--- config.mk ---
export PLATFORM = sky130hd
export DESIGN_NAME = lidar_point_box_and_validity_filter
export DESIGN_NICKNAME = d
export VERILOG_FILES = /design/src/hw/rtl/lpbf_pkg.sv /design/src/hw/rtl/lpbf_to_fixed.sv /design/src/hw/rtl/lidar_point_box_and_validity_filter.sv
export SDC_FILE = /design/constraint.sdc
export NUM_CORES = 2
export LEC_CHECK = 0
export ABC_CLOCK_PERIOD_IN_PS = 29300
export BUFFER_PORTS_ARGS = -buffer_cell sky130_fd_sc_hd__buf_4
export CAP_MARGIN = 20
export CELL_PAD_IN_SITES_DETAIL_PLACEMENT = 0
export CELL_PAD_IN_SITES_GLOBAL_PLACEMENT = 2
export CORE_AREA = 2 2 307 309
export DETAILED_ROUTE_END_ITERATION = 8
export DIE_AREA = 0 0 309 311
export PLACE_DENSITY_LB_ADDON = 0.1
export SETUP_SLACK_MARGIN = 0.05
export SLEW_MARGIN = 10
export SYNTH_ARGS = -nofsm -noshare
export SYNTH_HDL_FRONTEND = slang
export SYNTH_SLANG_ARGS = --single-unit
--- constraint.sdc ---
create_clock -name clock -period 29.3 [get_ports clock]
set_input_delay 5.86 -clock clock [delete_from_list [all_inputs] [get_ports clock]]
set_output_delay 5.86 -clock clock [all_outputs]
set_load 0.05 [all_outputs]
--- src/hw/rtl/lpbf_pkg.sv ---
// Shared types and constants for the lidar point box and validity filter.
package lpbf_pkg;

   // Fixed-point coordinate format
   localparam int FRAC_BITS = 10;
   localparam int COORD_W   = 17;
   localparam logic signed [COORD_W-1:0] COORD_MAX = 17'sd65535;
   localparam logic signed [COORD_W-1:0] COORD_MIN = -17'sd65536;

   // Float single layout
   localparam int MANT_W    = 24;                  // with hidden bit
   localparam int LSHIFT_MAX = 20;                 // larger left shifts saturate
   localparam int MAG_W     = MANT_W + LSHIFT_MAX + 1;
   localparam logic [9:0] SHIFT_BIAS = 10'(150 - FRAC_BITS);

   // Bounds grown by the margin need one extra bit
   localparam int MARGIN_W = 10;
   localparam int BOUND_W  = COORD_W + 1;
   localparam logic [MARGIN_W-1:0] MARGIN_RESET = 10'd51;

   // Frame counters
   localparam int CNT_W   = 17;
   localparam int IDX_W   = 16;
   localparam logic [CNT_W-1:0] COUNT_CAP = 17'd65536;
   localparam logic [CNT_W-1:0] IDX_MAX   = 17'd65535;

   // Configuration register indexes
   localparam int CSR_IDX_W = 3;
   localparam logic [CSR_IDX_W-1:0] CSR_BOX_X_LOW  = 3'd0;
   localparam logic [CSR_IDX_W-1:0] CSR_BOX_X_HIGH = 3'd1;
   localparam logic [CSR_IDX_W-1:0] CSR_BOX_Y_LOW  = 3'd2;
   localparam logic [CSR_IDX_W-1:0] CSR_BOX_Y_HIGH = 3'd3;
   localparam logic [CSR_IDX_W-1:0] CSR_BOX_Z_LOW  = 3'd4;
   localparam logic [CSR_IDX_W-1:0] CSR_BOX_Z_HIGH = 3'd5;
   localparam logic [CSR_IDX_W-1:0] CSR_BOX_MARGIN = 3'd6;

   // Per-point verdict
   typedef enum logic [1:0] {
      VERDICT_KEPT     = 2'd0,
      VERDICT_INVALID  = 2'd1,
      VERDICT_SELF_HIT = 2'd2
   } verdict_type;

endpackage

--- src/hw/rtl/lpbf_to_fixed.sv ---
// Float single to saturated signed fixed point converter, floor rounding.
module lpbf_to_fixed (
   input  logic [31:0]                          bits,
   output logic signed [lpbf_pkg::COORD_W-1:0]  fixed
);

   logic                          neg;
   logic [7:0]                    ex;
   logic [lpbf_pkg::MANT_W-1:0]   man;
   logic [9:0]                    e_eff;
   logic [9:0]                    shift_l;
   logic [9:0]                    shift_r;
   logic                          right;
   logic [lpbf_pkg::MAG_W-1:0]    mag;
   logic [lpbf_pkg::MAG_W-1:0]    mag_adj;
   logic                          frac;

   // Unpack and find the shift that lines the mantissa up with the fraction bits
   always_comb begin
      neg     = bits[31];
      ex      = bits[30:23];
      man     = {(ex != 8'd0), bits[22:0]};
      e_eff   = (ex == 8'd0) ? 10'd1 : {2'b00, ex};
      right   = (e_eff < lpbf_pkg::SHIFT_BIAS);
      shift_l = e_eff - lpbf_pkg::SHIFT_BIAS;
      shift_r = lpbf_pkg::SHIFT_BIAS - e_eff;
   end

   // Magnitude with sticky fraction, then floor and clamp
   always_comb begin
      mag     = '0;
      frac    = 1'b0;
      mag_adj = '0;
      fixed   = '0;
      if (man == '0) begin
         fixed = '0;
      end else if (!right && shift_l > 10'(lpbf_pkg::LSHIFT_MAX)) begin
         fixed = neg ? lpbf_pkg::COORD_MIN : lpbf_pkg::COORD_MAX;
      end else begin
         if (!right) begin
            mag = lpbf_pkg::MAG_W'(man) << shift_l[4:0];
         end else if (shift_r >= 10'(lpbf_pkg::MANT_W)) begin
            frac = 1'b1;
         end else begin
            mag  = lpbf_pkg::MAG_W'(man >> shift_r[4:0]);
            frac = |(man & ~({lpbf_pkg::MANT_W{1'b1}} << shift_r[4:0]));
         end
         if (!neg) begin
            fixed = (mag > lpbf_pkg::MAG_W'(lpbf_pkg::COORD_MAX)) ?
                    lpbf_pkg::COORD_MAX : $signed(mag[lpbf_pkg::COORD_W-1:0]);
         end else begin
            // floor of a negative value rounds the magnitude up
            mag_adj = mag + lpbf_pkg::MAG_W'(frac);
            if (mag_adj > lpbf_pkg::MAG_W'(65536)) begin
               fixed = lpbf_pkg::COORD_MIN;
            end else begin
               fixed = $signed(~mag_adj[lpbf_pkg::COORD_W-1:0] + 17'd1);
            end
         end
      end
   end

endmodule

--- src/hw/rtl/lidar_point_box_and_validity_filter.sv ---
// Top level: lidar point validity check, ego box crop and frame counting.
//
//  channel | direction | handshake           | payload
//  req_    | in        | req_valid/req_stall | x_bits, y_bits, z_bits, frame_end
//  rsp_    | out       | rsp_valid/rsp_stall | verdict, dest_index, frame_done, counts
//  csr_    | in        | csr_valid/csr_ready | csr_index, csr_data
//
// One point per cycle sustained while rsp_stall is low; a point's result is presented
// from the result register (input register, then result register after conversion
// and box test). Synchronous active-high reset clears the pipeline, counters and
// registers (box bounds 0, margin 51). The input stalls only when both pipeline
// registers are full and the result side stalls. csr_ready is always high.
module lidar_point_box_and_validity_filter (
   input  logic                                  clock,
   input  logic                                  reset,
   // point input
   input  logic                                  req_valid,
   output logic                                  req_stall,
   input  logic [31:0]                           req_x_bits,
   input  logic [31:0]                           req_y_bits,
   input  logic [31:0]                           req_z_bits,
   input  logic                                  req_frame_end,
   // result output
   output logic                                  rsp_valid,
   input  logic                                  rsp_stall,
   output lpbf_pkg::verdict_type                 rsp_verdict,
   output logic [lpbf_pkg::IDX_W-1:0]            rsp_dest_index,
   output logic                                  rsp_frame_done,
   output logic [lpbf_pkg::CNT_W-1:0]            rsp_total_count,
   output logic [lpbf_pkg::CNT_W-1:0]            rsp_kept_count,
   output logic [lpbf_pkg::CNT_W-1:0]            rsp_self_hit_count,
   output logic [lpbf_pkg::CNT_W-1:0]            rsp_invalid_count,
   // configuration writes
   input  logic                                  csr_valid,
   output logic                                  csr_ready,
   input  logic [lpbf_pkg::CSR_IDX_W-1:0]        csr_index,
   input  logic [lpbf_pkg::COORD_W-1:0]          csr_data
);

   // configuration registers
   logic signed [lpbf_pkg::COORD_W-1:0] box_x_low_ff, box_x_high_ff;
   logic signed [lpbf_pkg::COORD_W-1:0] box_y_low_ff, box_y_high_ff;
   logic signed [lpbf_pkg::COORD_W-1:0] box_z_low_ff, box_z_high_ff;
   logic [lpbf_pkg::MARGIN_W-1:0]       box_margin_ff;

   // input register
   logic        s1_valid_ff, s1_valid_in;
   logic [31:0] s1_x_ff, s1_y_ff, s1_z_ff;
   logic        s1_end_ff;

   // frame counters
   logic [lpbf_pkg::CNT_W-1:0] seen_ff, seen_in;
   logic [lpbf_pkg::CNT_W-1:0] kept_ff, kept_in;
   logic [lpbf_pkg::CNT_W-1:0] self_ff, self_in;
   logic [lpbf_pkg::CNT_W-1:0] inval_ff, inval_in;

   // result register
   logic                          s2_valid_ff, s2_valid_in;
   lpbf_pkg::verdict_type         verdict_ff, verdict_in;
   logic [lpbf_pkg::IDX_W-1:0]    dest_ff, dest_in;
   logic                          done_ff;
   logic [lpbf_pkg::CNT_W-1:0]    total_ff, total_in;
   logic [lpbf_pkg::CNT_W-1:0]    kept_out_ff, kept_out_in;
   logic [lpbf_pkg::CNT_W-1:0]    self_out_ff, self_out_in;
   logic [lpbf_pkg::CNT_W-1:0]    inval_out_ff, inval_out_in;

   logic adv2;
   logic adv1;
   logic take;

   logic signed [lpbf_pkg::COORD_W-1:0] px, py, pz;
   logic signed [lpbf_pkg::BOUND_W-1:0] margin_s;
   logic signed [lpbf_pkg::BOUND_W-1:0] gx_lo, gx_hi, gy_lo, gy_hi, gz_lo, gz_hi;
   logic signed [lpbf_pkg::BOUND_W-1:0] ex_x, ex_y, ex_z;
   logic finite;
   logic in_box;
   logic [lpbf_pkg::CNT_W-1:0] seen_inc, kept_inc, self_inc, inval_inc;

   // pipeline flow control
   assign adv2      = !s2_valid_ff || !rsp_stall;
   assign adv1      = !s1_valid_ff || adv2;
   assign req_stall = !adv1;
   assign take      = s1_valid_ff && adv2;
   assign csr_ready = 1'b1;

   // configuration writes; unknown indexes are ignored
   always_ff @(posedge clock) begin
      if (reset) begin
         box_x_low_ff  <= '0;
         box_x_high_ff <= '0;
         box_y_low_ff  <= '0;
         box_y_high_ff <= '0;
         box_z_low_ff  <= '0;
         box_z_high_ff <= '0;
         box_margin_ff <= lpbf_pkg::MARGIN_RESET;
      end else if (csr_valid && csr_ready) begin
         case (csr_index)
            lpbf_pkg::CSR_BOX_X_LOW:  box_x_low_ff  <= $signed(csr_data);
            lpbf_pkg::CSR_BOX_X_HIGH: box_x_high_ff <= $signed(csr_data);
            lpbf_pkg::CSR_BOX_Y_LOW:  box_y_low_ff  <= $signed(csr_data);
            lpbf_pkg::CSR_BOX_Y_HIGH: box_y_high_ff <= $signed(csr_data);
            lpbf_pkg::CSR_BOX_Z_LOW:  box_z_low_ff  <= $signed(csr_data);
            lpbf_pkg::CSR_BOX_Z_HIGH: box_z_high_ff <= $signed(csr_data);
            lpbf_pkg::CSR_BOX_MARGIN: box_margin_ff <= csr_data[lpbf_pkg::MARGIN_W-1:0];
            default: ;
         endcase
      end
   end

   // input register
   assign s1_valid_in = adv1 ? req_valid : s1_valid_ff;

   always_ff @(posedge clock) begin
      if (reset) begin
         s1_valid_ff <= 1'b0;
      end else begin
         s1_valid_ff <= s1_valid_in;
      end
   end

   always_ff @(posedge clock) begin
      if (adv1 && req_valid) begin
         s1_x_ff   <= req_x_bits;
         s1_y_ff   <= req_y_bits;
         s1_z_ff   <= req_z_bits;
         s1_end_ff <= req_frame_end;
      end
   end

   // coordinate conversion
   lpbf_to_fixed u_fix_x (.bits(s1_x_ff), .fixed(px));
   lpbf_to_fixed u_fix_y (.bits(s1_y_ff), .fixed(py));
   lpbf_to_fixed u_fix_z (.bits(s1_z_ff), .fixed(pz));

   // box grown by the margin, and the box test
   always_comb begin
      margin_s = $signed({{(lpbf_pkg::BOUND_W-lpbf_pkg::MARGIN_W){1'b0}}, box_margin_ff});
      gx_lo    = lpbf_pkg::BOUND_W'(box_x_low_ff)  - margin_s;
      gx_hi    = lpbf_pkg::BOUND_W'(box_x_high_ff) + margin_s;
      gy_lo    = lpbf_pkg::BOUND_W'(box_y_low_ff)  - margin_s;
      gy_hi    = lpbf_pkg::BOUND_W'(box_y_high_ff) + margin_s;
      gz_lo    = lpbf_pkg::BOUND_W'(box_z_low_ff)  - margin_s;
      gz_hi    = lpbf_pkg::BOUND_W'(box_z_high_ff) + margin_s;
      ex_x     = lpbf_pkg::BOUND_W'(px);
      ex_y     = lpbf_pkg::BOUND_W'(py);
      ex_z     = lpbf_pkg::BOUND_W'(pz);
      finite   = (s1_x_ff[30:23] != 8'hFF) && (s1_y_ff[30:23] != 8'hFF) &&
                 (s1_z_ff[30:23] != 8'hFF);
      in_box   = (gx_hi > gx_lo) &&
                 (ex_x >= gx_lo) && (ex_x <= gx_hi) &&
                 (ex_y >= gy_lo) && (ex_y <= gy_hi) &&
                 (ex_z >= gz_lo) && (ex_z <= gz_hi);
   end

   // saturating counter increments
   assign seen_inc  = (seen_ff  < lpbf_pkg::COUNT_CAP) ? seen_ff  + 17'd1 : seen_ff;
   assign kept_inc  = (kept_ff  < lpbf_pkg::COUNT_CAP) ? kept_ff  + 17'd1 : kept_ff;
   assign self_inc  = (self_ff  < lpbf_pkg::COUNT_CAP) ? self_ff  + 17'd1 : self_ff;
   assign inval_inc = (inval_ff < lpbf_pkg::COUNT_CAP) ? inval_ff + 17'd1 : inval_ff;

   // verdict, index and frame totals
   always_comb begin
      seen_in      = seen_inc;
      kept_in      = kept_ff;
      self_in      = self_ff;
      inval_in     = inval_ff;
      dest_in      = '0;
      if (!finite) begin
         verdict_in = lpbf_pkg::VERDICT_INVALID;
         inval_in   = inval_inc;
      end else if (in_box) begin
         verdict_in = lpbf_pkg::VERDICT_SELF_HIT;
         self_in    = self_inc;
      end else begin
         verdict_in = lpbf_pkg::VERDICT_KEPT;
         dest_in    = (kept_ff < lpbf_pkg::IDX_MAX) ? kept_ff[lpbf_pkg::IDX_W-1:0]
                                                    : lpbf_pkg::IDX_MAX[lpbf_pkg::IDX_W-1:0];
         kept_in    = kept_inc;
      end
      total_in     = s1_end_ff ? seen_in  : '0;
      kept_out_in  = s1_end_ff ? kept_in  : '0;
      self_out_in  = s1_end_ff ? self_in  : '0;
      inval_out_in = s1_end_ff ? inval_in : '0;
   end

   // counters advance once per transferred point, clearing after the frame end
   always_ff @(posedge clock) begin
      if (reset) begin
         seen_ff  <= '0;
         kept_ff  <= '0;
         self_ff  <= '0;
         inval_ff <= '0;
      end else if (take) begin
         seen_ff  <= s1_end_ff ? '0 : seen_in;
         kept_ff  <= s1_end_ff ? '0 : kept_in;
         self_ff  <= s1_end_ff ? '0 : self_in;
         inval_ff <= s1_end_ff ? '0 : inval_in;
      end
   end

   // result register
   assign s2_valid_in = adv2 ? s1_valid_ff : s2_valid_ff;

   always_ff @(posedge clock) begin
      if (reset) begin
         s2_valid_ff <= 1'b0;
      end else begin
         s2_valid_ff <= s2_valid_in;
      end
   end

   always_ff @(posedge clock) begin
      if (take) begin
         verdict_ff   <= verdict_in;
         dest_ff      <= dest_in;
         done_ff      <= s1_end_ff;
         total_ff     <= total_in;
         kept_out_ff  <= kept_out_in;
         self_out_ff  <= self_out_in;
         inval_out_ff <= inval_out_in;
      end
   end

   assign rsp_valid          = s2_valid_ff;
   assign rsp_verdict        = verdict_ff;
   assign rsp_dest_index     = dest_ff;
   assign rsp_frame_done     = done_ff;
   assign rsp_total_count    = total_ff;
   assign rsp_kept_count     = kept_out_ff;
   assign rsp_self_hit_count = self_out_ff;
   assign rsp_invalid_count  = inval_out_ff;

endmodule

==> impl_metrics.yaml <==
cts:
  cts_sinks: 366
  cts_made_buffers: 45
  htree_levels: 2
  cts-root-buf: "clkbuf_16"
  hold_buffers: 0
  cts.clk_slew.worst_paths_ns: 0.06
  clk-insertion-delay-late_ns: 0.64
  post_cts_resized: 0
  cts_tree: "yes"
  clk_path_buf_depth: 3
  post_cts_buffers: 0
grt:
  grt_overflow: 0
  grt_pass1_wl_microns: 229000
  grt_pass1_vias: 36393
  grtUsageTotal: 0.303
  grt_max_degree: 96
  grt_antenna_before_repair: 8
setup_path:
  crit_arrival_ns: 12.97
  worstSetupStartpointType: "flip-flop"
  worstPathRequired_ns: 29.86
  end_kind: "flip-flop"
  worstSetupPathType: "reg2reg"
  max_stage_delay_ns: 0.59
  cp_max_fo: 36
  rrSetupSlack_ns: 16.90
  slowest_stage: "or4b_4"
  cpMostUsedCell: "ha_1"
floorplan:
  die_y_microns: 311
  fp.coreArea_sq_um: 92800
  die_area_sq_um: 96100
  rows: 112
  die_w_microns: 309
  ios: 212
  start_util: 0.408
drt:
  drt-pass1-iter-count: 7
  viasPerCell: 6.34
  finalWirelength_microns: 150000
  drtAntennaViolNets: 0
  vias: 38734
  wire_per_inst_microns: 24.5
  drc_errors: 0
  drtIter0Drc: 4478
sta:
  clock_skew_ns: 0.0388
  timing.slew.headroom: 0.242
  period_needed_ns: 12.40
  finalHoldViolations: 0
  fin_tns_setup_ns: 0
  worstMarginPinSlew_ns: 1.14
  finalCritPeriodShare: 0.423
  setup-violations-final: 0
  fmax_mhz: 80.6
  slew_viol_final: 0
  rsz0062_at_grt: "no"
final_layout:
  area_growth_pct: 10.4
  design_area_sq_um: 41800
  drive_gt1_frac: 0.114
  nFillCells: 9500
  fin_nets: 5171
yosys:
  yosys_warnings: 0
  synthArstFlopShare: 0
  synth_edf_count: 184
  synth_area_leaders: "edfxtp_1 (15%), dfxtp_1 (9.6%), ha_1 (7.4%)"
  synth_largest_area_cell: "edfxtp_1"
  synth_area_sq_um: 37800
  synthCells: 4820
  synth.distinct_cells: 120
  ys_ff_latch: 366
  synth_top_cell_area_share: 0.146
  avgSynthCellArea_sq_um: 7.84
  ys_seq_area_frac: 0.243
  synth_nets: 5171
  synthFlopType: "edfxtp_1"
pwr:
  peakVddDrop_mv: 0.0423
  p_leak_nw: 15.6
  p_per_area_nw_per_um2: 41.5
hold_path:
  hp-class: "reg2reg"
placed_design:
  io_buffers: 210
  placed_area_sq_um: 40200
  dp_hpwl_microns: 110000
  finalWeightedCongestion: 0.979
outcome:
  status: "finished clean"
flow_run:
  cap_violations: 0
-- flip-flops by register name (all words and copies together), names as in the netlist, 16 cells and up --
signal,cells
kept_ff,17
rsp_dest_index,16
self_ff,17
s1_y_ff,32
box_z_low_ff,17
box_y_high_ff,17
s1_x_ff,32
box_x_low_ff,17
rsp_self_hit_count,17
box_z_high_ff,17
s1_z_ff,32
rsp_total_count,17
seen_ff,17
rsp_kept_count,17
inval_ff,17
rsp_invalid_count,17
box_y_low_ff,17
box_x_high_ff,17
-- placed cells by master (no fill, tap or decap), types with 114 or more instances in the layout --
cell      netlist  final
a21oi_1       414    414
buf_4          13    293
dfxtp_1       182    182
edfxtp_1      184    184
ha_1          223    223
inv_1         172    172
nand2_1       594    592
nand3_1       149    149
nor2_1        383    383
nor3_1        116    114
o21ai_0       238    238
xnor2_1       147    146
-- layout make-up --
cell class / count / area [sq um] / share of cell area
timing repair buffer: 296 / 2230 / 0.0533
multi-input combinational: 3923 / 26500 / 0.635
antenna: 2 / 5.00 / 0.000120
inverter: 188 / 713 / 0.0171
sequential: 366 / 9170 / 0.220
tap: 1254 / 1570 / 0.0376
clock buffer: 53 / 1210 / 0.0289
clock inverter: 31 / 340 / 0.00815
-- cell usage after synthesis (all sizes together), types with 63 or more instances --
cell type	number
buf	92
o211ai	65
nand4	72
a31oi	72
a21o	69
ha	223
a21oi	414
or3	67
nor3	122
nor2	383
edfxtp	184
nor4	63
xnor2	147
nand2b	65
nand2	595
clkbuf	250
dfxtp	182
o21ai	258
inv	177
nand3	151
mux2i	109
mux4	66
-- power by group --
group,total (mW),leakage (nW),switching [mW],internal (mW)
registers,0.591,3.23,0.0355,0.556
logic,0.552,11.6,0.356,0.196
clock network,0.588,0.757,0.252,0.336
total,1.73,15.6,0.643,1.09
-- cells by family (layout without fill, tap and decap cells) --
kind of cell	count (synthesis)	in the layout	share of synthesized area
AOI/OAI and AO/OA	1471	1471	0.263
xor gates and xnor gates	204	204	0.0473
adders and majority gates	229	229	0.0770
buffers and inverters	531	568	0.0572
DFF	366	366	0.243
muxes	205	205	0.0772
other	1	3	0.0000992
and+or+nand+nor	1813	1813	0.236
-- per-stage QoR --
stage	util	hold WS, ns	std cells	power (mW)	setup slack, ns
2_1_floorplan	-	0.436	4820	0.963	17.10
5_1_grt	0.450	0.472	6113	1.81	15.83
4_1_cts	0.450	0.458	6110	1.73	16.90
3_5_place_dp	0.433	0.450	6026	1.14	16.91
6_report	0.450	0.458	6113	1.73	16.90
3_3_place_gp	0.433	0.445	6025	1.14	17.02
-- layer usage --
layer,global-route usage,wire [microns],share of wire,vias up
li1,-,-,-,18064
met1,0.442,67800,0.45,18567
met2,0.456,64900,0.43,1815
met3,0.0518,13100,0.087,280
met4,0.0837,4160,0.028,8
met5,0,52,0.00035,-
-- worst paths after layout --
path / depth (start not counted) / to / startpoint
max: 46 / self_ff[13] / s1_z_ff[25]
min: 2 / box_z_low_ff[0] / box_z_low_ff[0]
min reg2reg: 2 / box_z_low_ff[0] / box_z_low_ff[0]
max reg2reg: 46 / self_ff[13] / s1_z_ff[25]
-- critical path, delay by kind of cell (launching register included) --
family	cells	cell delay (ns)
adder cells (fa/ha/maj)	6	1.76
AND/OR/NAND/NOR	12	3.38
flip-flops	1	0.35
buffers and inverters	8	2.11
AO/OA/AOI/OAI	20	4.70
(Power assumes the default switching activity.)
